$ cat src/rtl/core/qftv_pkg.sv
// ============================================================================
// qftv_pkg
// Shared types and constants for the shortest-arc quaternion datapath.
// ============================================================================
`default_nettype none

package qftv_pkg;

    // Default width of one input vector component.
    localparam int COMPONENT_WIDTH_DEF = 16;

    // Unit vectors are carried in Q.30.
    localparam int UNIT_FRAC = 30;
    localparam int NM_W      = UNIT_FRAC + 1;
    localparam int UNIT_W    = UNIT_FRAC + 2;

    // Square root and divider pipelines.
    localparam int SQRT_IN_W  = 64;
    localparam int SQRT_STEPS = 4;
    localparam int DIV_W      = 32;
    localparam int DIV_STEPS  = 4;

    // Output quaternion format, Q1.14.
    localparam int Q_FRAC = 14;
    localparam int Q_W    = 16;
    localparam logic [Q_W-1:0] Q_ONE = 16'h4000;

    typedef enum logic [1:0] {
        STATUS_OK           = 2'd0,
        STATUS_ZERO_LEN     = 2'd1,
        STATUS_ANTIPARALLEL = 2'd2
    } status_t;

    // Flags that travel with one vector pair through the pipeline.
    typedef struct packed {
        logic zero_len;
        logic cross_zero;
    } vec_flags_t;

endpackage

`default_nettype wire

$ cat src/rtl/core/qftv_isqrt.sv
// ============================================================================
// qftv_isqrt
// Pipelined integer square root, floor(sqrt(x)), STEPS result bits per stage.
// ============================================================================
`default_nettype none

module qftv_isqrt #(
    parameter int IN_W  = qftv_pkg::SQRT_IN_W,
    parameter int STEPS = qftv_pkg::SQRT_STEPS,
    parameter int TAG_W = 1
) (
    input  logic                 clk,
    input  logic                 rst_n,
    input  logic                 en,
    input  logic                 in_vld,
    input  logic [IN_W-1:0]      in_x,
    input  logic [TAG_W-1:0]     in_tag,
    output logic                 out_vld,
    output logic [IN_W/2-1:0]    out_root,
    output logic [TAG_W-1:0]     out_tag
);

    localparam int OUT_W = IN_W / 2;
    localparam int RW    = OUT_W + 2;
    localparam int NST   = (OUT_W + STEPS - 1) / STEPS;

    logic                 vld_reg  [NST];
    logic [IN_W-1:0]      x_reg    [NST];
    logic [RW-1:0]        rem_reg  [NST];
    logic [OUT_W-1:0]     root_reg [NST];
    logic [TAG_W-1:0]     tag_reg  [NST];

    logic                 vld_next  [NST];
    logic [IN_W-1:0]      x_next    [NST];
    logic [RW-1:0]        rem_next  [NST];
    logic [OUT_W-1:0]     root_next [NST];
    logic [TAG_W-1:0]     tag_next  [NST];

    for (genvar st = 0; st < NST; st++) begin : g_stage
        logic [IN_W-1:0]  x_in;
        logic [RW-1:0]    rem_in;
        logic [OUT_W-1:0] root_in;
        logic [IN_W-1:0]  x_w;
        logic [RW-1:0]    rem_w;
        logic [OUT_W-1:0] root_w;
        logic [RW-1:0]    tmp;
        logic [RW-1:0]    trial;

        if (st == 0) begin : g_first
            assign vld_next[st] = in_vld;
            assign tag_next[st] = in_tag;
            assign x_in         = in_x;
            assign rem_in       = '0;
            assign root_in      = '0;
        end else begin : g_rest
            assign vld_next[st] = vld_reg[st-1];
            assign tag_next[st] = tag_reg[st-1];
            assign x_in         = x_reg[st-1];
            assign rem_in       = rem_reg[st-1];
            assign root_in      = root_reg[st-1];
        end

        // Classic digit-by-digit root: bring down two bits, try 4*root+1.
        always_comb
        begin
            x_w    = x_in;
            rem_w  = rem_in;
            root_w = root_in;
            tmp    = '0;
            trial  = '0;
            for (int j = 0; j < STEPS; j++)
            begin
                if (st * STEPS + j < OUT_W)
                begin
                    tmp   = {rem_w[RW-3:0], x_w[IN_W-1 -: 2]};
                    trial = {root_w, 2'b01};
                    x_w   = {x_w[IN_W-3:0], 2'b00};
                    if (tmp >= trial)
                    begin
                        rem_w  = tmp - trial;
                        root_w = {root_w[OUT_W-2:0], 1'b1};
                    end
                    else
                    begin
                        rem_w  = tmp;
                        root_w = {root_w[OUT_W-2:0], 1'b0};
                    end
                end
            end
        end

        assign x_next[st]    = x_w;
        assign rem_next[st]  = rem_w;
        assign root_next[st] = root_w;
    end

    always_ff @(posedge clk or negedge rst_n)
    begin
        if (!rst_n)
        begin
            for (int st = 0; st < NST; st++)
            begin
                vld_reg[st] <= 1'b0;
            end
        end
        else if (en)
        begin
            for (int st = 0; st < NST; st++)
            begin
                vld_reg[st] <= vld_next[st];
            end
        end
    end

    always_ff @(posedge clk)
    begin
        if (en)
        begin
            for (int st = 0; st < NST; st++)
            begin
                x_reg[st]    <= x_next[st];
                rem_reg[st]  <= rem_next[st];
                root_reg[st] <= root_next[st];
                tag_reg[st]  <= tag_next[st];
            end
        end
    end

    assign out_vld  = vld_reg[NST-1];
    assign out_root = root_reg[NST-1];
    assign out_tag  = tag_reg[NST-1];

endmodule

`default_nettype wire

$ cat config.mk
export PLATFORM = sky130hd
export DESIGN_NAME = qftv_isqrt
export DESIGN_NICKNAME = d
export VERILOG_FILES = /design/src/rtl/core/qftv_pkg.sv /design/src/rtl/core/qftv_isqrt.sv
export SDC_FILE = /design/constraint.sdc
export NUM_CORES = 2
export LEC_CHECK = 0
export BUFFER_PORTS_ARGS = -buffer_cell sky130_fd_sc_hd__buf_2
export CORE_MARGIN = 2
export CORE_UTILIZATION = 50
export CTS_CLUSTER_DIAMETER = 100
export DETAILED_ROUTE_END_ITERATION = 7
export PLACE_DENSITY = 0.67
export SLEW_MARGIN = 25
export SYNTH_ARGS = -nofsm -noshare
export SYNTH_HDL_FRONTEND = slang
export SYNTH_SLANG_ARGS = --single-unit
$ cat constraint.sdc
create_clock -name clk -period 19.9 [get_ports clk]
set_input_delay 2.985 -clock clk [delete_from_list [all_inputs] [get_ports clk]]
set_output_delay 2.985 -clock clk [all_outputs]
set_load 0.1 [all_outputs]
==> out/metrics.csv <==
stage,metric,value,unit
run_status,outcome,completed,
worst_setup_path,slowest_stage,sky130_fd_sc_hd__nor3_1,
final_layout,design.final.nets,8164,
sta,setup_tns,0,ns
drt,total_wirelength_of_the_detailed_routed_design,208,mm
logic_synthesis,synth.ff_latch_count,608,
die,die_h,361,µm
place,placed_cells,9104,
worst_setup_path,cp_max_fo,33,
hold_path,hold_path.class,flip-flop to flip-flop,
die,rows,130,
final_layout,post_layout_nonfiller_instances,9246,
global_route,first_global_vias,54700,
worst_setup_path,worst_path_dominant_cell_family,compound AO/OA/AOI/OAI gates,
logic_synthesis,async_reset_ff_share,1.32,%
place,gp_congestion,0.992,
clock_network,cts.clk_slew.worst_paths,0.06,ns
clock_network,number_of_buffers_inserted_during_clock_tree_synthesis,78,
global_route,grt_antenna_before_repair,1,
sta,timing.max_slew.rel_slack,24.5,%
place,buffer_ports.inserted,102,
clock_network,clk_path_buf_depth,3,
drt,drc_marker_count_from_the_first_detailed_route_iteration,5321,
worst_setup_path,reg2reg_slack,4.79,ns
final_layout,final_design_area_no_fill,68300,µm²
die,initial_utilization,50.5,%
die,core-area,126000,µm²
logic_synthesis,yosys.cell_count.top_type,sky130_fd_sc_hd__a21oi_1,
sta,clock-skew-final,0.0217,ns
clock_network,clock_root_buffer,sky130_fd_sc_hd__clkbuf_16,
drt,post_drt_via_cell_ratio,6.29,
clock_network,tritoncts,done,
sta,setup_viol,0,
clock_network,cts_resized,0,
place,detailed_place.area,65600,µm²
sta,timing_worst_slew_pin_value,1.12,ns
drt,vias,58200,
worst_setup_path,crit_required,20.34,ns
global_route,grt_util_all_layers,30.9,%
clock_network,cts.sinks,608,
clock_network,cts_hold_repair.buffers,0,
worst_setup_path,critPathArrivalTime,15.54,ns
sta,fin_crit_sh,75.9,%
final_layout,syn_to_final_growth,7.36,%
worst_setup_path,worstSetupPathType,flip-flop to flip-flop,
clock_network,worstSkewPairLatency,0.71,ns
logic_synthesis,yosys_warnings,0,
drt,detail_route.drc_violations,0,
drt,detail_route.first_pass.iterations,6,
worst_setup_path,critical_path.most_common_cell,sky130_fd_sc_hd__a21oi_1,
sta,fin_crit,15.11,ns
global_route,grt_start_max_net_pins,142,
sta,timing.fmax,0.0662,GHz
logic_synthesis,synth-seq-area-share,28.6,%
global_route,grt.overflow.total,0,
place,dp.final_hpwl,166,mm
sta,fin_worst_hold_slack,0.404,ns
worst_setup_path,critical_path_endpoint_category,flip-flop,
worst_setup_path,worst_setup_path_start_kind,flip-flop,
drt,antenna_left,0,
worst_setup_path,critPathMaxStageDelay,0.80,ns
logic_synthesis,number_of_distinct_library_cell_variants_in_the_gate_level_netlist_after_synthesis,125,
global_route,grt_pass1_wl,318,mm
logic_synthesis,synth_edf_count,600,
final_layout,drive_gt1_share,7.15,%
logic_synthesis,avgSynthCellArea,8.43,µm²
sta,final_hold_viols,0,
logic_synthesis,netlist.area_leader.share,28.3,%
logic_synthesis,synth_top_cells_by_count,"sky130_fd_sc_hd__a21oi_1, sky130_fd_sc_hd__nor2_1, sky130_fd_sc_hd__edfxtp_1, sky130_fd_sc_hd__nand2_1, sky130_fd_sc_hd__ha_1",
sta,report.final.slew_viol_count,0,
clock_network,post_cts.repair.setup_buffers,0,
drt,route.detailed.wl_per_inst,22.5,µm
sta,setup_repair_after_global_routing_missed_its_margin,no,
logic_synthesis,post_synth_main_area_contributors,"sky130_fd_sc_hd__edfxtp_1, sky130_fd_sc_hd__ha_1, sky130_fd_sc_hd__a21oi_1",
final_layout,antenna-diode-count,0,
die,die_width,361,µm
logic_synthesis,dominantRegCellSynth,sky130_fd_sc_hd__edfxtp_1,
job,max_cap_viol_count,0,
die,top_level_ports,103,
logic_synthesis,synthesis.area,63600,µm²
logic_synthesis,postSynthCellCount,7547,
worst_setup_path,critPathBufInv,7,
clock_network,cts_max_level,3,
logic_synthesis,synth.largest_area_cell,sky130_fd_sc_hd__edfxtp_1,
die,design.die.area,130000,µm²
==> area by class of cell <==
class / instances / area, µm²
inverters: 378 / 1420
clock buffers: 81 / 1960
well taps: 1650 / 2060
multi-input cells: 6330 / 43100
clock inverters: 61 / 751
repair buffers: 138 / 807
fillers: 11800 / 57600
flip-flops and latches: 608 / 18200
==> cell usage in the layout (no fill, tap or decap), drive strengths merged, types with 109 or more instances in the layout <==
master / instances
a21o: 325
a21oi: 783
buf: 138
edfxtp: 600
ha: 561
inv: 391
mux2: 109
nand2: 580
nand3: 206
nand4: 138
nor2: 718
nor3: 205
o21ai: 439
xnor2: 446
xor2: 251
==> path summary, 6_finish.rpt <==
check | from | end | depth (start not counted)
max | root_reg[0][99] | rem_reg[4][29] | 53
min in group asynchronous | rst_n | vld_next[1] | 1
max reg2reg | root_reg[0][99] | rem_reg[4][29] | 53
max in group asynchronous | rst_n | vld_next[5] | 1
min reg2reg | x_reg[1][13] | x_reg[2][21] | 0
min | x_reg[1][13] | x_reg[2][21] | 0
==> per-layer routing <==
layer	global-route usage [%]	vias to the layer above	wire, µm
met1	38.2	27500	85500
met3	3.61	487	11500
li1	-	28100	-
met5	0	-	0
met4	15.9	0	12300
met2	52.9	2069	98900
==> cells by family (layout without fill, tap and decap cells) <==
kind of cell | after synthesis | after routing | share of synthesized area [%]
AOI/OAI and AO/OA | 2344 | 2344 | 23.8
DFF | 608 | 608 | 28.6
other | 1 | 4 | 0.00590
muxes | 144 | 144 | 2.49
xor gates and xnor gates | 697 | 697 | 9.65
and+or+nand+nor | 2580 | 2580 | 20.6
adders and majority gates | 561 | 561 | 11.0
buffers and inverters | 612 | 658 | 3.75
==> through the flow <==
step                      util (%)  setup WS, ns
final                         54.2          4.79
after global routing          54.2          3.51
after CTS                     54.2          4.94
after detailed placement      52.1          5.01
after global placement        52.1          5.04
after floorplan                  -          7.36
Power is not shown: default switching activity piles up to over one toggle a cycle in this logic, so the estimate is an artifact.
